### src/hdl/hts_pkg.sv
package hts_pkg;

	localparam int CFG_IDX_W  = 3;
	localparam int CFG_DATA_W = 16;

	typedef enum logic [1:0] {
		OP_SAMPLE = 2'd0,
		OP_TOGGLE = 2'd1,
		OP_REMOTE = 2'd2
	} op_t;

	typedef enum logic [CFG_IDX_W-1:0] {
		REG_SETPOINT        = 3'd0,
		REG_READY_MARGIN    = 3'd1,
		REG_DROP_BAND       = 3'd2,
		REG_AVG_COUNT       = 3'd3,
		REG_SHUTOFF_SECONDS = 3'd4
	} cfg_reg_t;

	localparam logic signed [11:0] SETPOINT_RST        = 12'sd1536;
	localparam logic        [7:0]  READY_MARGIN_RST    = 8'd8;
	localparam logic        [7:0]  DROP_BAND_RST       = 8'd32;
	localparam logic        [4:0]  AVG_COUNT_RST       = 5'd10;
	localparam logic        [15:0] SHUTOFF_SECONDS_RST = 16'd1800;

	typedef struct packed {
		op_t                op;
		logic               sensor_present;
		logic signed [11:0] temp_reading;
		logic               set_value;
	} in_item_t;

	typedef struct packed {
		logic               relay;
		logic               heater_enabled;
		logic               ready_res;
		logic               ready_rose;
		logic               temp_valid;
		logic signed [11:0] temp_report;
		logic               switch_report;
	} out_item_t;

	typedef struct packed {
		logic [CFG_IDX_W-1:0]  index;
		logic [CFG_DATA_W-1:0] wdata;
	} cfg_write_t;

	typedef struct packed {
		logic signed [11:0] setpoint;
		logic        [7:0]  ready_margin;
		logic        [7:0]  drop_band;
		logic        [4:0]  avg_count;
		logic        [15:0] shutoff_seconds;
	} cfg_t;

endpackage

### src/hdl/hts_in_if.sv
interface hts_in_if;
	logic             valid;
	logic             ready;
	hts_pkg::in_item_t data;

	modport source (output valid, output data, input ready);
	modport sink (input valid, input data, output ready);
endinterface

### src/hdl/hts_out_if.sv
interface hts_out_if;
	logic              valid;
	logic              ready;
	hts_pkg::out_item_t data;

	modport source (output valid, output data, input ready);
	modport sink (input valid, input data, output ready);
endinterface

### src/hdl/hts_cfg_if.sv
interface hts_cfg_if;
	logic               valid;
	logic               ready;
	hts_pkg::cfg_write_t data;

	modport source (output valid, output data, input ready);
	modport sink (input valid, input data, output ready);
endinterface

### src/hdl/hts_cfg_regs.sv
module hts_cfg_regs (
	input  logic          clk,
	input  logic          arst_n,
	hts_cfg_if.sink       cfg,
	output hts_pkg::cfg_t regs
);

	assign cfg.ready = 1'b1;

	always_ff @(posedge clk or negedge arst_n) begin
		if (!arst_n) begin
			regs.setpoint        <= hts_pkg::SETPOINT_RST;
			regs.ready_margin    <= hts_pkg::READY_MARGIN_RST;
			regs.drop_band       <= hts_pkg::DROP_BAND_RST;
			regs.avg_count       <= hts_pkg::AVG_COUNT_RST;
			regs.shutoff_seconds <= hts_pkg::SHUTOFF_SECONDS_RST;
		end else if (cfg.valid && cfg.ready) begin
			case (cfg.data.index)
				hts_pkg::REG_SETPOINT:        regs.setpoint        <= cfg.data.wdata[11:0];
				hts_pkg::REG_READY_MARGIN:    regs.ready_margin    <= cfg.data.wdata[7:0];
				hts_pkg::REG_DROP_BAND:       regs.drop_band       <= cfg.data.wdata[7:0];
				hts_pkg::REG_AVG_COUNT:       regs.avg_count       <= cfg.data.wdata[4:0];
				hts_pkg::REG_SHUTOFF_SECONDS: regs.shutoff_seconds <= cfg.data.wdata;
				default: ;
			endcase
		end
	end

endmodule

### src/hdl/hts_ctrl.sv
module hts_ctrl #(
	parameter int MAX_WINDOW = 16
) (
	input  logic               clk,
	input  logic               arst_n,
	input  logic               advance,
	input  hts_pkg::in_item_t  item,
	input  hts_pkg::cfg_t      cfg,
	output hts_pkg::out_item_t result
);

	localparam int CNT_W  = $clog2(MAX_WINDOW + 1);
	localparam int SUM_W  = 12 + CNT_W;
	localparam int PROD_W = 14 + CNT_W;

	logic                     heater_q, heater_d;
	logic                     ready_q, ready_d;
	logic                     sensor_q, sensor_d;
	logic signed [11:0]       temp_q, temp_d;
	logic signed [SUM_W-1:0]  sum_q, sum_d;
	logic        [CNT_W-1:0]  fill_q, fill_d;
	logic                     relay_q, relay_d;
	logic                     armed_q, armed_d;
	logic        [15:0]       left_q, left_d;
	logic                     rose, sw;

	logic        [CNT_W-1:0]  win_n;
	logic signed [CNT_W:0]    win_s;
	logic signed [SUM_W-1:0]  sum_acc;
	logic        [CNT_W-1:0]  fill_inc;
	logic signed [12:0]       thr_base;
	logic signed [PROD_W-1:0] thr_prod;
	logic signed [PROD_W-1:0] sp_prod;
	logic signed [PROD_W-1:0] sum_ext;
	logic signed [PROD_W-1:0] dev;
	logic        [PROD_W-1:0] dev_abs;
	logic        [7+CNT_W:0]  band_u;
	logic        [PROD_W-1:0] band_ext;
	logic        [15:0]       left_dec;

	always_comb begin
		if (cfg.avg_count == 5'd0) begin
			win_n = CNT_W'(1);
		end else if (32'(cfg.avg_count) > MAX_WINDOW) begin
			win_n = CNT_W'(MAX_WINDOW);
		end else begin
			win_n = CNT_W'(cfg.avg_count);
		end
	end

	assign win_s    = {1'b0, win_n};
	assign sum_acc  = sum_q + {{(SUM_W-12){item.temp_reading[11]}}, item.temp_reading};
	assign fill_inc = fill_q + CNT_W'(1);
	assign thr_base = {cfg.setpoint[11], cfg.setpoint} - {5'd0, cfg.ready_margin};
	assign thr_prod = thr_base * win_s;
	assign sp_prod  = cfg.setpoint * win_s;
	assign sum_ext  = {{(PROD_W-SUM_W){sum_acc[SUM_W-1]}}, sum_acc};
	assign dev      = sum_ext - sp_prod;
	assign dev_abs  = dev[PROD_W-1] ? -dev : dev;
	assign band_u   = cfg.drop_band * win_n;
	assign band_ext = {{(PROD_W-8-CNT_W){1'b0}}, band_u};
	assign left_dec = (left_q != 16'd0) ? left_q - 16'd1 : left_q;

	always_comb begin
		heater_d = heater_q;
		ready_d  = ready_q;
		sensor_d = sensor_q;
		temp_d   = temp_q;
		sum_d    = sum_q;
		fill_d   = fill_q;
		relay_d  = relay_q;
		armed_d  = armed_q;
		left_d   = left_q;
		rose     = 1'b0;
		sw       = 1'b0;
		case (item.op)
			hts_pkg::OP_SAMPLE: begin
				// The shutoff countdown runs before the sample is used.
				if (armed_q) begin
					left_d = left_dec;
					if (left_dec == 16'd0) begin
						armed_d  = 1'b0;
						heater_d = 1'b0;
						ready_d  = 1'b0;
					end
				end
				if (item.sensor_present) begin
					sensor_d = 1'b1;
					temp_d   = item.temp_reading;
					if (heater_d) begin
						sum_d  = sum_acc;
						fill_d = fill_inc;
						if (fill_inc >= win_n) begin
							sum_d  = '0;
							fill_d = '0;
							if (!ready_d) begin
								if (sum_ext > thr_prod) begin
									ready_d = 1'b1;
									rose    = 1'b1;
									armed_d = 1'b1;
									left_d  = (cfg.shutoff_seconds != 16'd0) ?
										cfg.shutoff_seconds : 16'd1;
								end
							end else if (dev_abs > band_ext) begin
								ready_d = 1'b0;
							end
						end
					end
				end else begin
					sensor_d = 1'b0;
				end
				if (heater_d && sensor_d) begin
					relay_d = (temp_d < cfg.setpoint);
				end else if (!heater_d) begin
					relay_d = 1'b0;
				end
			end
			hts_pkg::OP_TOGGLE: begin
				heater_d = !heater_q;
				sw       = 1'b1;
			end
			hts_pkg::OP_REMOTE: begin
				heater_d = item.set_value;
				sw       = 1'b1;
			end
			default: ;
		endcase
	end

	always_ff @(posedge clk or negedge arst_n) begin
		if (!arst_n) begin
			heater_q <= 1'b0;
			ready_q  <= 1'b0;
			sensor_q <= 1'b0;
			temp_q   <= '0;
			sum_q    <= '0;
			fill_q   <= '0;
			relay_q  <= 1'b0;
			armed_q  <= 1'b0;
			left_q   <= '0;
		end else if (advance) begin
			heater_q <= heater_d;
			ready_q  <= ready_d;
			sensor_q <= sensor_d;
			temp_q   <= temp_d;
			sum_q    <= sum_d;
			fill_q   <= fill_d;
			relay_q  <= relay_d;
			armed_q  <= armed_d;
			left_q   <= left_d;
		end
	end

	assign result.relay          = relay_d;
	assign result.heater_enabled = heater_d;
	assign result.ready_res      = ready_d;
	assign result.ready_rose     = rose;
	assign result.temp_valid     = sensor_d;
	assign result.temp_report    = temp_d;
	assign result.switch_report  = sw;

endmodule

### src/hdl/heater_thermostat_ready_control.sv
// Flow: an item is captured in the input register, and its result is registered when the pipeline advances.
// Throughput: one item per cycle; the input register, the control update and
// the result register form a two-stage pipeline that stalls only when the result is not taken.
// Reset: arst_n clears all thermostat state and both valid flags at once, and loads the
// configuration registers with their default values; no clearing pass is needed.
module heater_thermostat_ready_control #(
	parameter int MAX_WINDOW = 16
) (
	input logic       clk,
	input logic       arst_n,
	hts_in_if.sink    item_in,
	hts_out_if.source result_out,
	hts_cfg_if.sink   cfg
);

	hts_pkg::cfg_t      regs;
	hts_pkg::in_item_t  item_s1;
	hts_pkg::out_item_t core_result;
	hts_pkg::out_item_t result_q;
	logic               valid_s1;
	logic               out_valid_q;
	logic               advance;

	hts_cfg_regs u_cfg_regs (
		.clk    (clk),
		.arst_n (arst_n),
		.cfg    (cfg),
		.regs   (regs)
	);

	hts_ctrl #(
		.MAX_WINDOW (MAX_WINDOW)
	) u_ctrl (
		.clk     (clk),
		.arst_n  (arst_n),
		.advance (advance),
		.item    (item_s1),
		.cfg     (regs),
		.result  (core_result)
	);

	assign advance       = valid_s1 && (!out_valid_q || result_out.ready);
	assign item_in.ready = !valid_s1 || advance;

	always_ff @(posedge clk or negedge arst_n) begin
		if (!arst_n) begin
			valid_s1 <= 1'b0;
		end else if (item_in.ready) begin
			valid_s1 <= item_in.valid;
		end
	end

	always_ff @(posedge clk) begin
		if (item_in.valid && item_in.ready) begin
			item_s1 <= item_in.data;
		end
	end

	always_ff @(posedge clk or negedge arst_n) begin
		if (!arst_n) begin
			out_valid_q <= 1'b0;
		end else if (advance) begin
			out_valid_q <= 1'b1;
		end else if (result_out.ready) begin
			out_valid_q <= 1'b0;
		end
	end

	always_ff @(posedge clk) begin
		if (advance) begin
			result_q <= core_result;
		end
	end

	assign result_out.valid = out_valid_q;
	assign result_out.data  = result_q;

	a_rose_sets_ready: assert property (@(posedge clk) disable iff (!arst_n)
		result_out.valid && result_out.data.ready_rose |-> result_out.data.ready_res)
		else $error("ready_rose without ready_res");

	a_rose_not_command: assert property (@(posedge clk) disable iff (!arst_n)
		result_out.valid |-> !(result_out.data.ready_rose && result_out.data.switch_report))
		else $error("ready_rose on a command transfer");

	a_result_held: assert property (@(posedge clk) disable iff (!arst_n)
		result_out.valid && !result_out.ready |=> result_out.valid && $stable(result_out.data))
		else $error("result changed while waiting for transfer");

	a_stall_only_when_full: assert property (@(posedge clk) disable iff (!arst_n)
		!item_in.ready |-> valid_s1 && out_valid_q && !result_out.ready)
		else $error("input stalled with room in the pipeline");

endmodule
### src/flat_wrapper.sv
// flat-port wrapper written by rule: the top's interface ports become plain ports
module heater_thermostat_ready_control_flat 
#(
	parameter int MAX_WINDOW = 16
)
  (clk, arst_n, item_in_valid, item_in_data, item_in_ready, result_out_valid, result_out_data, result_out_ready, cfg_valid, cfg_data, cfg_ready);
  hts_in_if item_in_i ();
  hts_out_if result_out_i ();
  hts_cfg_if cfg_i ();
  input logic clk;
  input logic arst_n;
  input wire logic [$bits(item_in_i.valid)-1:0] item_in_valid;
  input wire logic [$bits(item_in_i.data)-1:0] item_in_data;
  output wire logic [$bits(item_in_i.ready)-1:0] item_in_ready;
  output wire logic [$bits(result_out_i.valid)-1:0] result_out_valid;
  output wire logic [$bits(result_out_i.data)-1:0] result_out_data;
  input wire logic [$bits(result_out_i.ready)-1:0] result_out_ready;
  input wire logic [$bits(cfg_i.valid)-1:0] cfg_valid;
  input wire logic [$bits(cfg_i.data)-1:0] cfg_data;
  output wire logic [$bits(cfg_i.ready)-1:0] cfg_ready;
  assign item_in_i.valid = item_in_valid;
  assign item_in_i.data = item_in_data;
  assign item_in_ready = item_in_i.ready;
  assign result_out_valid = result_out_i.valid;
  assign result_out_data = result_out_i.data;
  assign result_out_i.ready = result_out_ready;
  assign cfg_i.valid = cfg_valid;
  assign cfg_i.data = cfg_data;
  assign cfg_ready = cfg_i.ready;
  heater_thermostat_ready_control #(.MAX_WINDOW(MAX_WINDOW)) u_core (.clk(clk), .arst_n(arst_n), .item_in(item_in_i), .result_out(result_out_i), .cfg(cfg_i));
endmodule
### config.mk
export PLATFORM = sky130hd
export DESIGN_NAME = heater_thermostat_ready_control_flat
export DESIGN_NICKNAME = d
export VERILOG_FILES = /design/src/hdl/hts_pkg.sv /design/src/hdl/hts_in_if.sv /design/src/hdl/hts_out_if.sv /design/src/hdl/hts_cfg_if.sv /design/src/hdl/hts_cfg_regs.sv /design/src/hdl/hts_ctrl.sv /design/src/hdl/heater_thermostat_ready_control.sv /design/src/flat_wrapper.sv
export SDC_FILE = /design/constraint.sdc
export NUM_CORES = 1
export LEC_CHECK = 0
export BUFFER_PORTS_ARGS = -buffer_cell sky130_fd_sc_hd__buf_2
export CAP_MARGIN = 40
export CORE_UTILIZATION = 40
export DETAILED_ROUTE_END_ITERATION = 12
export GPL_TIMING_DRIVEN = 0
export PLACE_DENSITY = 0.65
export SYNTH_ARGS = -nofsm -noshare
export SYNTH_HDL_FRONTEND = slang
export SYNTH_HIERARCHICAL = 1
export SYNTH_SLANG_ARGS = --single-unit
### constraint.sdc
create_clock -name clk -period 14.8 [get_ports clk]
set_input_delay 2.96 -clock clk [delete_from_list [all_inputs] [get_ports clk]]
set_output_delay 2.96 -clock clk [all_outputs]
set_load 0.05 [all_outputs]
==> key figures <==
Setup path
  • R2R Path Start: u_core/item_s1[1]
  • Kind of start point of the critical path: register
  • Buf/Inv on CP: 8
  • Most frequent CP cell: inv_1
  • WP data required: 15,110 ps
  • R2R cell count: 42
  • Slowest cell on crit path: fa_1
  • Crit Path Max Fanout: 10
  • WP data arrival: 10,260 ps
  • Top delay family on crit path: compound AO/OA/AOI/OAI gates
  • Crit end category: register
  • Slowest stage delay, CP: 550 ps
  • Critical R2R Capture: u_core/result_out.data[15]
  • Worst setup path class: reg -> reg
  • R2R Setup Slk: 4860 ps

Outcome
  • Status: finished clean

Final layout
  • Layout cell share with drive strength beyond 1: 0.139
  • Most common cell after layout, fill and taps aside: inv_1
  • Final core utilization: 0.448
  • Commonest cells after routing, fill and taps aside: inv_1 (255), ha_1 (175), nand2_1 (138), fa_1 (113), nor2_1 (112)
  • Antenna diode instance count: 0
  • P&R area growth vs syn: 10.2%
  • Final instance area: 0.0169 mm²
  • Fin nets: 2,061
  • Fill count: 3,628

Placed design
  • Final HPWL from detailed placement: 31.8 mm
  • Final Wtd Congestion: 0.925
  • Placement Setup Slack: 4980 ps
  • Placed inst area: 0.0163 mm²
  • Port bufs: 59

Floorplan
  • Die W: 198 µm
  • Initial Utilization: 0.407
  • Number of top-level pins: 61
  • Core area: 0.0378 mm²
  • Std-Cell Rows: 71
  • Total die area: 0.0392 mm²
  • Die height: 198 µm

Global routing
  • Grt ovf: 0
  • Routing usage on met3: 0.0291
  • Initial antenna violation count: 1
  • Most used routing layer: met2
  • All-layer global routing usage: 0.209
  • Met2 track utilization from global routing: 0.343
  • Largest net degree at the start of global routing: 56
  • Number of global-route vias before repair: 12,200
  • First-pass GRT wire length: 63.8 mm
  • Grt met1 use: 0.288

Yosys
  • EDFF count, synth: 34
  • Top post-synthesis cells by area: dfrtp_1 (16%), fa_1 (15%), ha_1 (14%), edfxtp_1 (6.6%), inv_1 (6.2%)
  • Top cell type by total area after synthesis: dfrtp_1
  • Ys async rst share: 0.757
  • Post-Syn Area: 0.0154 mm²
  • Primary FF master, synth: dfrtp_1
  • Seq/Total Area, Yosys: 0.240
  • YS warnings: 6
  • Syn_nets: 1,981
  • Top cell type's share of synthesized area: 0.156
  • Cell variety after synth: 91
  • Syn Inst Count: 1,653
  • Synthesized area per cell: 9.29 µm²
  • Seq cells post-synth: 140

CTS
  • Clk sinks: 140
  • CTS H-tree lvls: 4
  • Root Driver: clkbuf_16
  • CTS tree: done
  • CTS Hold Bufs: 0
  • Setup bufs post-CTS: 0
  • Cts bufs inserted: 17
  • Worst-path clk slew: 70 ps
  • CTS max path bufs: 2
  • Worst skew pair latency: 440 ps
  • PostCTS Resize Cnt: 0

Drt
  • Via count: 12,100
  • Final wirelength: 39.5 mm
  • Router iterations before antenna repair: 5
  • Detail Route Antenna Nets: 0
  • Residual DRC count: 0
  • WL/cell: 17.5 µm
  • Iter 0 DRT Violations: 766
  • Vias per inst: 5.37

STA
  • Headroom to the max-slew limit: 0.372
  • Final setup TNS: 0 ps
  • Min cycle time layout: 9940 ps
  • Final Hold Fails: 0
  • Final period utilization: 0.672
  • RSZ-0062 raised after global routing: no
  • Clk_skew: 19.6 ps
  • Final worst slack: 4860 ps
  • Worst-margin pin slew: 935 ps
  • Max Clock Freq: 101 MHz
  • Slew Viols, Final: 0
  • Setup-failing EPs final: 0

Min path
  • Hold Path Depth: 2
  • Worst hold path type: reg -> reg
  • Hold endpoint: u_core/u_ctrl/sum_q[0]
  • Min-delay src: u_core/u_ctrl/sum_q[0]

Run
  • Max-Cap Viols: 0
kinds of logic (layout without fill, tap and decap cells):
| logic type | Yosys count | in the layout | share of synthesized area |
|---|---|---|---|
| mux | 95 | 95 | 0.0712 |
| simple gates | 460 | 460 | 0.150 |
| flops | 140 | 140 | 0.240 |
| other cells | 1 | 1 | 0.000244 |
| fa+ha+maj | 288 | 288 | 0.290 |
| compound gates | 282 | 282 | 0.123 |
| buf+inv | 309 | 402 | 0.0802 |
| xor+xnor | 78 | 78 | 0.0455 |
worst max-delay path by stage:
stage                      startpoint                          to  slack, ps  cells past startpoint
floorplan           u_core/item_s1[2]  u_core/result_out.data[15]       6680                     41
CTS                 u_core/item_s1[1]  u_core/result_out.data[15]       4880                     42
detailed placement  u_core/item_s1[1]  u_core/result_out.data[15]       4980                     42
finish              u_core/item_s1[1]  u_core/result_out.data[15]       4860                     42
global placement    u_core/item_s1[1]  u_core/result_out.data[15]       5150                     42
global route        u_core/item_s1[1]  u_core/result_out.data[15]       4110                     42
flip-flops by register name, indices dropped and copies added (netlist names):
register / count
u_core/u_ctrl/heater_q: 1
u_core/result_out.valid: 1
u_core/u_ctrl/fill_q: 5
u_core/item_s1: 16
u_core/u_ctrl/armed_q: 1
u_core/valid_s1: 1
u_core/u_ctrl/sensor_q: 1
u_core/u_ctrl/sum_q: 17
u_core/u_cfg_regs/regs: 49
u_core/result_out.data: 18
u_core/u_ctrl/temp_q: 12
u_core/u_ctrl/left_q: 16
u_core/u_ctrl/ready_q: 1
u_core/u_ctrl/relay_q: 1
worst min-delay path, stage by stage, from the launching register on:
cell and delay (ps):
dfrtp_1 350, nand2_1 50, o31ai_1 50
stage by stage:
step | instances | hold slack, ps
CTS | 2257 | 489
global placement | 2223 | 462
finish | 2257 | 491
floorplan | 1653 | 447
global route | 2257 | 526
detailed placement | 2225 | 475
synth_stat cells, types with 4 or more instances:
cell type	instances
a211o_1	4
nand2_1	138
mux2_4	10
nor2b_1	17
buf_4	11
nand4_1	17
o22ai_1	6
dfrtp_1	96
xor2_1	29
clkbuf_1	27
nand3_1	28
o2111ai_1	5
o21ai_0	55
nand2b_1	21
nor3_1	26
nor3b_1	6
nor2_1	112
a21oi_1	81
and3_1	9
o21a_1	19
dfstp_2	10
a211oi_1	13
or2_2	6
and2_1	39
edfxtp_1	34
or3_1	7
inv_1	255
o21bai_1	8
a21o_1	28
mux2i_1	11
buf_2	10
nor4_1	11
a31oi_1	5
fa_1	113
xnor2_1	48
a22o_1	9
ha_1	175
o31ai_1	11
mux2_2	74
area by class of cell:
type | count | area, µm² | share of cell area
inverters | 257 | 965 | 0.0570
plain buffers | 52 | 267 | 0.0157
multi-input cells | 1204 | 10400 | 0.617
well taps | 511 | 639 | 0.0378
clock buffers | 18 | 439 | 0.0260
repair buffers | 61 | 344 | 0.0203
flip-flops and latches | 140 | 3690 | 0.218
clock inverters | 14 | 145 | 0.00858
layer usage:
layer	up-vias	wire (µm)
met1	6014	18700
met5	-	0
met4	0	749
li1	5708	-
met2	340	18200
met3	47	1780
Power is not shown: default switching activity piles up to over one toggle a cycle in this logic, so the estimate is an artifact.
